$ cat src/design/hfc_pkg.sv
// ----------------------------------------------------------------------------
// hfc_pkg
// Shared types and constants for the humidity/temperature frame checker.
// ----------------------------------------------------------------------------
package hfc_pkg;

    // frame layout: six data bytes followed by one CRC byte
    localparam int FRAME_BYTES = 7;
    localparam int STORE_DEPTH = FRAME_BYTES - 1;
    localparam int IDX_W       = $clog2(FRAME_BYTES + 1);

    // CRC-8, MSB first
    localparam logic [7:0] CRC_INIT = 8'hFF;
    localparam logic [7:0] CRC_POLY = 8'h31;
    localparam logic [7:0] BUSY_MASK = 8'h80;

    // field widths
    localparam int BYTE_W  = 8;
    localparam int RAW_W   = 20;
    localparam int HUM_W   = 10;
    localparam int TEMP_W  = 12;
    localparam int TIMER_W = 8;
    localparam int COUNT_W = 8;
    localparam int CFG_IDX_W  = 2;
    localparam int CFG_DATA_W = 20;

    // scaling to tenths
    localparam logic [9:0]  HUM_SCALE   = 10'd1000;
    localparam logic [10:0] TEMP_SCALE  = 11'd2000;
    localparam logic [11:0] TEMP_OFFSET = 12'd500;

    // configuration reset values
    localparam logic [TIMER_W-1:0] LINK_RELOAD_RST = 8'd10;
    localparam logic [RAW_W-1:0]   FS_THRESH_RST   = 20'hFFFFF;
    localparam logic [COUNT_W-1:0] FS_CONFIRM_RST  = 8'd3;

    typedef enum logic {
        OP_TICK = 1'b0,
        OP_BYTE = 1'b1
    } t_op;

    typedef enum logic {
        KIND_TICK  = 1'b0,
        KIND_FRAME = 1'b1
    } t_kind;

    typedef enum logic [1:0] {
        ST_UPDATED   = 2'd0,
        ST_CRC_ERR   = 2'd1,
        ST_BUSY      = 2'd2,
        ST_FULLSCALE = 2'd3
    } t_status;

    typedef enum logic [CFG_IDX_W-1:0] {
        REG_LINK_RELOAD = 2'd0,
        REG_FS_THRESH   = 2'd1,
        REG_FS_CONFIRM  = 2'd2
    } t_cfg_idx;

    typedef struct packed {
        logic [TIMER_W-1:0] link_timeout_reload;
        logic [RAW_W-1:0]   fullscale_threshold;
        logic [COUNT_W-1:0] fullscale_confirm_count;
    } t_cfg;

    typedef struct packed {
        logic                     event_kind;
        logic [1:0]               frame_status;
        logic [HUM_W-1:0]         humidity_x10;
        logic signed [TEMP_W-1:0] temperature_x10;
        logic                     data_valid;
        logic                     sensor_error;
    } t_result;

endpackage

$ cat src/design/hfc_frame_core.sv
// ----------------------------------------------------------------------------
// hfc_frame_core
// Frame state and single-pass evaluation: CRC accumulation, byte store, link
// timer, full-scale confirmation and scaling of the published measurement.
// ----------------------------------------------------------------------------
module hfc_frame_core (
    input  logic                          i_clk,
    input  logic                          i_rst_n,
    input  hfc_pkg::t_cfg                 i_cfg,
    input  logic                          i_fire,
    input  logic                          i_op,
    input  logic [hfc_pkg::BYTE_W-1:0]    i_rx_byte,
    output logic                          o_emit,
    output hfc_pkg::t_result              o_result
);
    import hfc_pkg::*;

    localparam logic [IDX_W-1:0] LAST_IDX = IDX_W'(STORE_DEPTH);
    localparam logic [IDX_W-1:0] DONE_IDX = IDX_W'(FRAME_BYTES);

    // one CRC-8 byte update, MSB first
    function automatic logic [7:0] crc8_byte(input logic [7:0] crc, input logic [7:0] b);
        logic [7:0] c;
        c = crc ^ b;
        for (int k = 0; k < 8; k++) begin
            if (c[7]) begin
                c = {c[6:0], 1'b0} ^ CRC_POLY;
            end else begin
                c = {c[6:0], 1'b0};
            end
        end
        return c;
    endfunction

    logic [IDX_W-1:0]         r_byte_index, n_byte_index;
    logic [7:0]               r_crc, n_crc;
    logic [BYTE_W-1:0]        r_store [STORE_DEPTH];
    logic [TIMER_W-1:0]       r_link_timer, n_link_timer;
    logic [COUNT_W-1:0]       r_fs_count, n_fs_count;
    logic                     r_error, n_error;
    logic                     r_valid, n_valid;
    logic [HUM_W-1:0]         r_hum, n_hum;
    logic [TEMP_W-1:0]        r_temp, n_temp;

    logic [RAW_W-1:0]         raw_h;
    logic [RAW_W-1:0]         raw_t;
    logic [RAW_W+HUM_W-1:0]   hum_prod;
    logic [RAW_W+11-1:0]      temp_prod;
    logic [TEMP_W-1:0]        temp_scaled;
    logic [COUNT_W-1:0]       fs_inc;
    logic                     store_wr;
    logic                     emit;
    logic                     kind;
    logic [1:0]               status;

    // assemble raw humidity and temperature from the stored bytes
    assign raw_h = {r_store[1], r_store[2], r_store[3][7:4]};
    assign raw_t = {r_store[3][3:0], r_store[4], r_store[5]};

    // scale to tenths
    assign hum_prod    = raw_h * HUM_SCALE;
    assign temp_prod   = raw_t * TEMP_SCALE;
    assign temp_scaled = {1'b0, temp_prod[RAW_W+11-1:RAW_W]} - TEMP_OFFSET;

    // next frame state for the word in the input register
    always_comb begin
        n_byte_index = r_byte_index;
        n_crc        = r_crc;
        n_link_timer = r_link_timer;
        n_fs_count   = r_fs_count;
        n_error      = r_error;
        n_valid      = r_valid;
        n_hum        = r_hum;
        n_temp       = r_temp;
        fs_inc       = r_fs_count;
        store_wr     = 1'b0;
        emit         = 1'b0;
        kind         = KIND_TICK;
        status       = ST_UPDATED;

        if (i_op == OP_TICK) begin
            if (r_link_timer != '0) begin
                n_link_timer = r_link_timer - 1'b1;
            end else begin
                n_error = 1'b1;
            end
            n_byte_index = '0;
            n_crc        = CRC_INIT;
            emit         = 1'b1;
        end else if (r_byte_index < LAST_IDX) begin
            store_wr     = 1'b1;
            n_crc        = crc8_byte(r_crc, i_rx_byte);
            n_byte_index = r_byte_index + 1'b1;
        end else if (r_byte_index == LAST_IDX) begin
            n_byte_index = DONE_IDX;
            emit         = 1'b1;
            kind         = KIND_FRAME;
            if (i_rx_byte != r_crc) begin
                n_fs_count = '0;
                status     = ST_CRC_ERR;
            end else if ((r_store[0] & BUSY_MASK) != '0) begin
                n_fs_count = '0;
                status     = ST_BUSY;
            end else begin
                n_link_timer = i_cfg.link_timeout_reload;
                if (raw_h >= i_cfg.fullscale_threshold) begin
                    if (r_fs_count < i_cfg.fullscale_confirm_count) begin
                        fs_inc = r_fs_count + 1'b1;
                    end
                    n_fs_count = fs_inc;
                    if (fs_inc >= i_cfg.fullscale_confirm_count) begin
                        n_error = 1'b1;
                    end
                    status = ST_FULLSCALE;
                end else begin
                    n_fs_count = '0;
                    n_error    = 1'b0;
                    n_valid    = 1'b1;
                    n_hum      = hum_prod[RAW_W+HUM_W-1:RAW_W];
                    n_temp     = temp_scaled;
                    status     = ST_UPDATED;
                end
            end
        end
    end

    // advance control state on each processed word
    always_ff @(posedge i_clk) begin
        if (!i_rst_n) begin
            r_byte_index <= '0;
            r_crc        <= CRC_INIT;
            r_link_timer <= LINK_RELOAD_RST;
            r_fs_count   <= '0;
            r_error      <= 1'b0;
            r_valid      <= 1'b0;
            r_hum        <= '0;
            r_temp       <= '0;
        end else if (i_fire) begin
            r_byte_index <= n_byte_index;
            r_crc        <= n_crc;
            r_link_timer <= n_link_timer;
            r_fs_count   <= n_fs_count;
            r_error      <= n_error;
            r_valid      <= n_valid;
            r_hum        <= n_hum;
            r_temp       <= n_temp;
        end
    end

    // capture data bytes of the current frame
    always_ff @(posedge i_clk) begin
        if (i_fire && store_wr) begin
            r_store[r_byte_index[$clog2(STORE_DEPTH)-1:0]] <= i_rx_byte;
        end
    end

    // result carries the state as left by this word
    assign o_emit                   = emit;
    assign o_result.event_kind      = kind;
    assign o_result.frame_status    = status;
    assign o_result.humidity_x10    = n_hum;
    assign o_result.temperature_x10 = n_temp;
    assign o_result.data_valid      = n_valid;
    assign o_result.sensor_error    = n_error;

endmodule

$ cat config.mk
export PLATFORM = sky130hd
export DESIGN_NAME = hfc_frame_core
export DESIGN_NICKNAME = d
export VERILOG_FILES = /design/src/design/hfc_pkg.sv /design/src/design/hfc_frame_core.sv
export SDC_FILE = /design/constraint.sdc
export NUM_CORES = 1
export LEC_CHECK = 0
export BUFFER_PORTS_ARGS = -buffer_cell sky130_fd_sc_hd__buf_2
export CORE_ASPECT_RATIO = 1.4
export CORE_MARGIN = 2
export CORE_UTILIZATION = 60
export CTS_BUF_LIST = sky130_fd_sc_hd__clkbuf_4
export CTS_CLUSTER_DIAMETER = 80
export DETAILED_ROUTE_END_ITERATION = 8
export GPL_ROUTABILITY_DRIVEN = 0
export PLACE_DENSITY = 0.84
export SKIP_LAST_GASP = 1
export SLEW_MARGIN = 15
export SYNTH_ARGS = -nofsm -noshare
export SYNTH_HDL_FRONTEND = slang
export SYNTH_SLANG_ARGS = --single-unit
$ cat constraint.sdc
create_clock -name i_clk -period 13.8 [get_ports i_clk]
set_clock_uncertainty 0.15 [all_clocks]
set_input_delay 2.07 -clock i_clk [delete_from_list [all_inputs] [get_ports i_clk]]
set_output_delay 2.07 -clock i_clk [all_outputs]
set_load 0.01 [all_outputs]
# Word level (Yosys, flattened, before mapping)
# Memories as Yosys holds them, arrays and structs flattened.
# Cells that the tools add are included.
# word_totals
ff_bits	51
ramBits	48
out_inout_bits	28
wordCells	127
n_memories	1
# memory_table
memory	depth	width	rd	rd_ports_with_merged_regs	wr	line_no	source
r_store	6	8	6	0	1	hfc_frame_core.sv:37	logic [BYTE_W-1:0] r_store [STORE_DEPTH];
# classes
n_addsub	4
n_mul	2
magnitude_cmp	4
n_eq_ne	8
n_mux	83
n_bitwise	10
n_reduce_logical	7
# ops
operator	n
$mux 8	32
$mux 12	6
$mux 10	6
$mul 20x7->27 const B	2
$mux 6	8
$not 3->3	8
$mux 1	22
$ge 20x20->1	1
$mux 2	6
$sub 11x9->12 const B	1
$mux 3	3
$add 8x1->8 const B	1
$ge 8x8->1	1
$lt 8x8->1	1
$ne 8x8->1	1
$reduce_bool 8->1	1
$sub 8x1->8 const B	1
$xor 8x8->8	1
$ne 2x2->1 const B	3
$reduce_and 6->1	1
$ne 2x1->1 const B	2
$reduce_and 2->1	2
$reduce_and 4->1	1
$add 3x1->3 const B	1
other kinds (6)	6

# Depth between registers and ports, before layout
# Gate-level depths: netlist (run 1).
# logic_depth
depth_word	33
ltp_mapped	22
mapped_depth_nobuf	20

# Worst setup path after synthesis (run 1)
# OpenSTA, ideal clock, no wires.
# synth_path
path_kind	input-to-output
from	input port i_cfg[1] (netlist bit)
to	output port o_result[0] (netlist bit)
arrival_time_ns	5.774
required_time_ns	11.580
path_slack_ns	5.806
cell_stages	21
path_buffers	2
path_cell_list	inv_1 > ha_1 > a21o_1 > a21o_1 > a21o_1 > a21o_1 > a2111oi_2 > or2_1 > buf_2 > mux2_1 > ha_1 > a21o_1 > a21o_1 > a21o_1 > a21o_1 > a21o_1 > a21o_1 > a21oi_1 > o21ai_0 > and2_1 > buf_4
# synth_via
elab_chain_cells	16
# synth_rtl
item	line_no	source
from (decl)	hfc_frame_core.sv:9	input hfc_pkg::t_cfg i_cfg,
$lt 8x8->1	hfc_frame_core.sv:107	if (r_fs_count < i_cfg.fullscale_confirm_count) begin
$mux 8	hfc_frame_core.sv:107	
$mux 8	hfc_frame_core.sv:106	if (raw_h >= i_cfg.fullscale_threshold) begin
$mux 8	hfc_frame_core.sv:101	end else if ((r_store[0] & BUSY_MASK) != '0) begin
$mux 8	hfc_frame_core.sv:98	if (i_rx_byte != r_crc) begin
$mux 8	hfc_frame_core.sv:94	end else if (r_byte_index == LAST_IDX) begin
$mux 8	hfc_frame_core.sv:90	end else if (r_byte_index < LAST_IDX) begin
$mux 8	hfc_frame_core.sv:81	if (i_op == OP_TICK) begin
$ge 8x8->1 (*)	hfc_frame_core.sv:111	if (fs_inc >= i_cfg.fullscale_confirm_count) begin
$mux 1 (*)	hfc_frame_core.sv:111	
$mux 1 (*)	hfc_frame_core.sv:106	
$mux 1 (*)	hfc_frame_core.sv:101	
$mux 1 (*)	hfc_frame_core.sv:98	
$mux 1 (*)	hfc_frame_core.sv:94	
$mux 1 (*)	hfc_frame_core.sv:90	
$mux 1 (*)	hfc_frame_core.sv:81	
to (decl)	hfc_frame_core.sv:14	output hfc_pkg::t_result o_result
# Mark *: on every way between the ends. The rest lies on a longest branch, timed or not. The select of a mux whose other input is x is not followed.

==> metrics.md, run 1 <==
| Metric | Value |
|---|---|
| Post-CTS sizing | `0` |
| Die area | `a little under 20000 um2` |
| Routed vias/inst | `5.81` |
| Cells after Synth | `1076` |
| Longest Clk Path Bufs | `2` |
| Crit path max fanout | `5` |
| Final setup TNS | `0 ns` |
| Routed len/inst | `16.9 um` |
| HPWL after detailed placement | `between 15000 and 20000 um` |
| Yosys top cell area share | `0.254` |
| DRT iter0 DRCs | `490` |
| H-tree Lvls | `3` |
| Reg-to-reg slack, setup | `between 7 and 8 ns` |
| Share of layout cells above drive strength 1 | `0.115` |
| R2R Path End | `r_temp[10]` |
| Clock Latency Late Sink | `0.46 ns` |
| Fin crit period | `8.72 ns` |
| PD cells | `54.8 nW/um2` |
| Post-Syn Area | `~11000 um2` |
| Synth warn | `0` |
| WL final | `approximately 23000 um` |
| Mux cell area share after synthesis | `0.0131` |
| CP startpoint | `r_store[5][4]` |
| Final Cycle Share | `0.632` |
| P&R area growth vs syn | `6.79%` |
| Slew margin rel. | `0.278` |
| Grt ovf | `0` |
| Num CTS Buffers | `9` |
| Io pins | `76` |
| Fin. Hold Viols | `0` |
| Root Driver | `clkbuf_4` |
| Status | `finished clean` |
| Internal | `0.000417 W` |
| R2R cell count | `19` |
| Number of synthesized flops with an enable pin | `41` |
| Max-cap violations | `0` |
| Post-synth top flop | `dfxtp_1` |
| Combinational family with the most area after synthesis | `adder cells` |
| Setup violators final | `0` |
| Row cnt | `58` |
| Finished Layout Cells | `1387` |
| Initial Util | `0.608` |
| Critical Path Sink | `o_result[12]` |
| Seq/Total Area, Yosys | `0.207` |
| Chip Width | `118 um` |
| Critical Path RT | `11.58 ns` |
| Critical Path Start Type | `flip-flop` |
| Post-Syn Nets | `1420` |
| Switch Pwr | `0.000219 W` |
| Class of the worst hold path | `reg2reg` |
| Clock-pin transition on the worst setup and hold timing paths | `0.17 ns` |
| Hold Buf Count CTS | `0` |
| Power share of the combinational group | `0.295` |
| Clock group share of total power | `0.238` |
| Slowest CP cell | `fa_1` |
| Clk sink count | `92` |
| Data arrival time of the worst path | `6.50 ns` |
| Cell taking the most area after synthesis | `fa_1` |
| Crit-path most repeated cell | `fa_1` |
| Syn Area/Cell | `10.1 um2` |
| Util after Layout | `0.650` |
| Cell count after placement | `1370` |
| Largest cells by area after synthesis | `fa_1 25%, ha_1 18%, edfxtp_1 11%, dfxtp_1 9.4%, inv_1 5.6%` |
| DR pass1 iterations | `5` |
| CP Class | `reg2out` |
| Critical path's largest stage delay | `0.54 ns` |
| Slew Limit Fails | `0` |
| Initial antenna violation count | `1` |
| Port bufs | `75` |
| Adder-cell share of the synthesized area | `0.436` |
| First-pass GRT wire length | `40400 um` |
| Height of the die | `about 160 um` |
| Max frequency | `115 MHz` |
| Reg power frac | `0.468` |
| Largest net degree at the start of global routing | `32` |
| Synth Area in Simple Gates | `0.103` |
| DRT antenna net count | `0` |
| Pleak | `5.49 nW` |
| CTS tree | `yes` |
| # DRC | `0` |
| Sw Share | `0.344` |
| CP endpoint kind | `output port` |
| Critical-path cell list | `inv_1 > fa_1 > fa_1 > fa_1 > fa_1 > inv_1 > ha_1 > a41oi_1 > o21ai_1 > a21bo_2 > o21ai_0 > a31oi_1 > xnor2_1 > ha_1 > a31oi_2 > and4_2 > a211oi_2 > a21oi_1 > o31ai_2 > buf_2` |
| VDD IR-drop max | `0.0642 mV` |
| Setup Fix Bufs, Post-CTS | `0` |
| XOR/XNOR Fraction of Synth Area | `0.0444` |
| Vias in the first global route | `8645` |
| GRT Util Overall | `0.260` |
| Worst Tran Pin Value | `1.07 ns` |
| Worst r2r src | `r_store[5][4]` |
| Async SR Flop Fraction | `0` |
| RSZ-0062 raised after global routing | `false` |
| Layout Nets | `1485` |
| Synth unique cells | `78` |
| Core area | `around 18000 um2` |
| Seq cells post-synth | `92` |
| Vias | `around 8100` |
| Synth Area in Compound Gates | `0.130` |
-- cells in the mapped netlist, types with 6 or more instances --
master,n
a31oi_1,8
dfxtp_1,51
nor2_1,50
a211oi_1,13
o21ai_0,31
mux2_2,9
fa_1,138
nand2b_1,6
ha_1,158
inv_1,161
a21o_1,25
o21ai_1,8
xor2_1,20
nand3_1,16
nor3_1,23
nand2_1,78
o211ai_1,8
edfxtp_1,41
and3_1,9
nand4_1,11
xnor2_1,35
clkbuf_1,17
o22ai_1,8
a21oi_1,54
-- layout make-up --
type / count / area, um2
clock inverters: 7 / 75.1
diodes: 1 / 2.50
fillers: 1407 / 6260
inverters: 161 / 604
multi-input cells: 799 / 7900
flip-flops and latches: 92 / 2250
repair buffers: 78 / 398
clock buffers: 9 / 67.6
well taps: 240 / 300
-- logic make-up after synthesis --
kind of cell | count (synthesis)
mux | 13
xor+xnor | 55
simple gates | 230
buf+inv | 185
compound gates | 205
flops | 92
fa+ha+maj | 296
-- power groups by stage --
stage | clock (W) | sequential [W] | combinational (W)
after floorplan | 0 | 0.000301 | 0.000143
after global placement | 0 | 0.000303 | 0.000177
after detailed placement | 0 | 0.000303 | 0.000184
after CTS | 0.000155 | 0.000297 | 0.000186
after global routing | 0.000164 | 0.000298 | 0.000212
final | 0.000151 | 0.000297 | 0.000187
-- stage by stage --
step	power, W	area, um2	setup WS (ns)	hold slack (ns)
global route	0.000674	11600	4.60	0.339
detailed placement	0.000487	11400	5.54	0.300
CTS	0.000638	11600	5.13	0.321
global placement	0.000479	11400	5.60	0.289
floorplan	0.000444	10900	5.81	0.281
finish	0.000636	11600	5.08	0.317
-- sequential cells by signal (all words and copies together), names as in the netlist --
name and cells:
r_crc 8, r_store 41, r_valid 1, r_temp 12, r_link_timer 8, r_hum 10, r_byte_index 3, r_fs_count 8
r_error 1
-- per-layer routing --
metal	global-route usage	vias up	part of all wire
met4	0.0898	0	0.026
met2	0.483	254	0.53
li1	-	3802	-
met3	0.0258	51	0.046
met1	0.316	3946	0.40
met5	0	-	0
-- worst min-delay path by stage --
stage | cells after the start | from | slack (ns) | end
floorplan | 2 | r_valid | 0.28 | r_valid
global placement | 2 | r_hum[2] | 0.29 | r_hum[2]
detailed placement | 2 | r_hum[4] | 0.30 | r_hum[4]
CTS | 2 | r_hum[0] | 0.32 | r_hum[0]
global route | 2 | r_temp[11] | 0.34 | r_temp[11]
finish | 2 | r_hum[4] | 0.32 | r_hum[4]
-- cells in the final DEF, fill, tap and decap left out, drive strengths merged, types with 6 or more instances in the layout --
master / n
ha: 158
nand2: 79
nor2: 50
clkbuf: 9
a21o: 25
nand2b: 6
o22ai: 8
nor3: 23
nand3: 17
xnor2: 35
o211ai: 8
inv: 164
nand4: 11
dfxtp: 51
a211oi: 14
o21ai: 42
a21oi: 56
buf: 78
edfxtp: 41
and3: 10
or3: 6
fa: 138
xor2: 20
mux2: 10
a31oi: 9
-- critical path, delay by kind of cell (launching register included) --
family	cells	cell delay (ns)
fa+ha+maj	6	2.66
compound gates	9	1.70
simple gates	1	0.27
buf+inv	3	0.44
xor+xnor	1	0.46
flops	1	0.51
Note: power is estimated with default switching activity, not from simulation.
==> inputs of run 2 (changes only) <==
--- a/config.mk
+++ b/config.mk
@@ -5,6 +5,7 @@
 export SDC_FILE = /design/constraint.sdc
 export NUM_CORES = 1
 export LEC_CHECK = 0
+export ABC_AREA = 1
 export BUFFER_PORTS_ARGS = -buffer_cell sky130_fd_sc_hd__buf_2
 export CORE_ASPECT_RATIO = 1.4
 export CORE_MARGIN = 2
==> constraint.sdc (replaced) <==
create_clock -name i_clk -period 8.5 [get_ports i_clk]
set_clock_uncertainty 0.15 [all_clocks]
set_input_delay 1.275 -clock i_clk [delete_from_list [all_inputs] [get_ports i_clk]]
set_output_delay 1.275 -clock i_clk [all_outputs]
set_load 0.01 [all_outputs]
==> metrics.md, run 2 <==
| Metric | Value |
|---|---|
| Status | `finished clean (unchanged)` |
| Post-CTS sizing | `0 (unchanged)` |
| # DRC | `0 (unchanged)` |
| Setup Fix Bufs, Post-CTS | `0 (unchanged)` |
| Critical Path RT | `7.07 ns (was 11.58 ns)` |
| Vias | `9852 (was 8053)` |
| Number of synthesized flops with an enable pin | `41 (unchanged)` |
| Critical Path Start Type | `flip-flop (unchanged)` |
| Vias in the first global route | `10337 (was 8645)` |
| Cell taking the most area after synthesis | `fa_1 (unchanged)` |
| DRT iter0 DRCs | `584 (was 490)` |
| GR peak layer | `met2 (unchanged)` |
| Synth warn | `0 (unchanged)` |
| Core area | `19400 um2 (was 17900 um2)` |
| First-pass GRT wire length | `46800 um (was 40400 um)` |
| Most common cell after layout, fill and taps aside | `nand2_1 (was inv_1)` |
| Finished Layout Cells | `1819 (was 1387)` |
| Crit-path most repeated cell | `nand2_1 (was fa_1)` |
| CP Class | `reg2out (unchanged)` |
| P&R area growth vs syn | `6.34% (was 6.79%)` |
| Post-Syn Nets | `1840 (was 1420)` |
| Largest cells by area after synthesis | `fa_1 23%, ha_1 17%, nand2_1 12%, edfxtp_1 10%, inv_1 9.5% (was fa_1 25%, ha_1 18%, edfxtp_1 11%, dfxtp_1 9.4%, inv_1 5.6%)` |
| M3 GR Usage | `0.0433 (was 0.0258)` |
| Fin crit period | `a little under 7 ns` |
| Inserted Diodes | `0 (was 1)` |
| Crit path max fanout | `4 (was 5)` |
| Worst r2r src | `r_store[5][7] (was r_store[5][4])` |
| CTS tree | `yes (unchanged)` |
| VDD IR-drop max | `0.120 mV (was 0.0642 mV)` |
| Setup violators final | `0 (unchanged)` |
| GRT met1 Usage | `0.328 (was 0.316)` |
| Root Driver | `clkbuf_4 (unchanged)` |
| Seq/Total Area, Yosys | `0.189 (was 0.207)` |
| HPWL after detailed placement | `23100 um (was 19100 um)` |
| Post-Syn Area | `11900 um2 (was 10900 um2)` |
| Max-cap violations | `0 (unchanged)` |
| Hold Buf Count CTS | `0 (unchanged)` |
| GRT met2 Usage | `0.503 (was 0.483)` |
| Synth unique cells | `46 (was 78)` |
| Post-synth top flop | `dfxtp_1 (unchanged)` |
| Grt ovf | `0 (unchanged)` |
| PD cells | `94.5 nW/um2 (was 54.8 nW/um2)` |
| Data arrival time of the worst path | `5.51 ns (was 6.50 ns)` |
| Pleak | `6.55 nW (was 5.49 nW)` |
| Clock Latency Late Sink | `0.48 ns (was 0.46 ns)` |
| Cell count after placement | `1803 (was 1370)` |
| Cells after Synth | `1496 (was 1076)` |
| DRT antenna net count | `0 (unchanged)` |
| Initial antenna violation count | `0 (was 1)` |
| Fin. Hold Viols | `0 (unchanged)` |
| CP Buf/Inv Count | `5 (was 3)` |
| Yosys top cell area share | `0.232 (was 0.254)` |
| WL final | `27100 um (was 23400 um)` |
| Routed len/inst | `14.9 um (was 16.9 um)` |
| Port bufs | `75 (unchanged)` |
| Hold Startpoint | `r_hum[1] (was r_hum[4])` |
| Max frequency | `144 MHz` |
| H-tree Lvls | `3 (unchanged)` |
| Height of the die | `171 um (was 163 um)` |
| Clock-pin transition on the worst setup and hold timing paths | `0.15 ns (was 0.17 ns)` |
| RSZ-0062 raised after global routing | `false (unchanged)` |
| CP startpoint | `r_store[5][7] (was r_store[5][4])` |
| Share of layout cells above drive strength 1 | `0.0694 (was 0.115)` |
| Seq cells post-synth | `92 (unchanged)` |
| Io pins | `76 (unchanged)` |
| Class of the worst hold path | `reg2reg (unchanged)` |
| Row cnt | `60 (was 58)` |
| Commonest cells after routing, fill and taps aside | `370 x nand2_1, 300 x inv_1, 158 x ha_1 (was 161 x inv_1, 158 x ha_1, 138 x fa_1)` |
| Final setup TNS | `0 ns (unchanged)` |
| Final Cycle Share | `0.816` |
| Post-synth top cells | `370 x nand2_1, 300 x inv_1, 158 x ha_1 (was 161 x inv_1, 158 x ha_1, 138 x fa_1)` |
| Top-count cell post-synth | `nand2_1 (was inv_1)` |
| Chip Width | `123 um (was 118 um)` |
| GRT Util Overall | `0.281 (was 0.260)` |
| Slew margin rel. | `0.460 (was 0.278)` |
| Number of flip-flops in the largest register | `41 (unchanged)` |
| Die area | `21000 um2 (was 19200 um2)` |
| DR pass1 iterations | `5 (unchanged)` |
| Clk sink count | `92 (unchanged)` |
| Critical path's largest stage delay | `0.53 ns (was 0.54 ns)` |
| Worst Tran Pin Value | `0.808 ns (was 1.07 ns)` |
| Async SR Flop Fraction | `0 (unchanged)` |
| Top delay family on crit path | `adder cells (unchanged)` |
| Initial Util | `0.614 (was 0.608)` |
| Slowest CP cell | `fa_1 (unchanged)` |
| Routed vias/inst | `5.42 (was 5.81)` |
| Slew Limit Fails | `0 (unchanged)` |
| Largest net degree at the start of global routing | `29 (was 32)` |
| Num CTS Buffers | `9 (unchanged)` |
| CP endpoint kind | `output port (unchanged)` |
| Reg-to-reg slack, setup | `3.33 ns (was 7.77 ns)` |
| Longest Clk Path Bufs | `2 (unchanged)` |
| Syn Area/Cell | `7.95 um2 (was 10.1 um2)` |
| Layout Nets | `1910 (was 1485)` |
-- run 2: cell types whose count changed after synthesis, moves of 23 or more --
cell	previous run	this run
a21oi_1	54	84
inv_1	161	300
nand2_1	78	370
nand3_1	16	39
nor2_1	50	105
o21ai_0	31	55
-- run 2: final timing paths --
check | to | cells after the start
max | o_result[12] | 25
min | r_hum[1] | 2
max reg2reg | r_temp[10] | 23
min reg2reg | r_hum[1] | 2
-- run 2: kinds of logic (layout without fill, tap and decap cells) --
kind of cell,after synthesis,in the layout,synth area share
AOI/OAI and AO/OA,181,181,0.0836
xor gates and xnor gates,40,40,0.0295
adders and majority gates,296,296,0.398
buffers and inverters,320,395,0.103
DFF,92,92,0.189
and+or+nand+nor,567,567,0.196
-- run 2: area by class of cell --
class / count / area [um2]
Tap cell: 248 / 310
Inverter: 304 / 1140
Clock inverter: 7 / 80.1
Timing Repair Buffer: 75 / 375
Clock buffer: 9 / 67.6
Fill cell: 1608 / 6720
Multi-Input combinational cell: 1084 / 8420
Sequential cell: 92 / 2250
-- run 2: worst register-to-register path: cells and delay by family (launching register included) --
kind | cells | cell delay, ns
DFF | 1 | 0.46
AOI/OAI and AO/OA | 1 | 0.19
and+or+nand+nor | 11 | 1.28
adders and majority gates | 6 | 2.57
buffers and inverters | 5 | 0.47
-- run 2: report_power, final --
part	total [W]	switching (W)	internal, W
Sequential	0.000482	0.0000109	0.000471
Combinational	0.000455	0.000290	0.000165
Clock	0.000259	0.000164	0.0000951
-- run 2: through the flow --
| stage | util | setup WS, ns | cell area (um2) | hold WS, ns | power (W) |
|---|---|---|---|---|---|
| global placement | 0.645 | 2.23 | 12500 | 0.284 | 0.000917 |
| detailed placement | 0.645 | 2.10 | 12500 | 0.294 | 0.000935 |
| floorplan | - | 2.60 | 11900 | 0.275 | 0.000818 |
| global route | 0.653 | 1.15 | 12600 | 0.340 | 0.00128 |
| finish | 0.653 | 1.56 | 12600 | 0.317 | 0.00120 |
| CTS | 0.653 | 1.53 | 12600 | 0.316 | 0.00119 |
-- run 2: routing by layer --
metal	vias to the layer above	part of all wire	wire length (um)
met1	4604	0.39	10500
met3	90	0.055	1490
met4	0	0.041	1100
met5	-	0	0
li1	4849	-	-
met2	309	0.52	14100
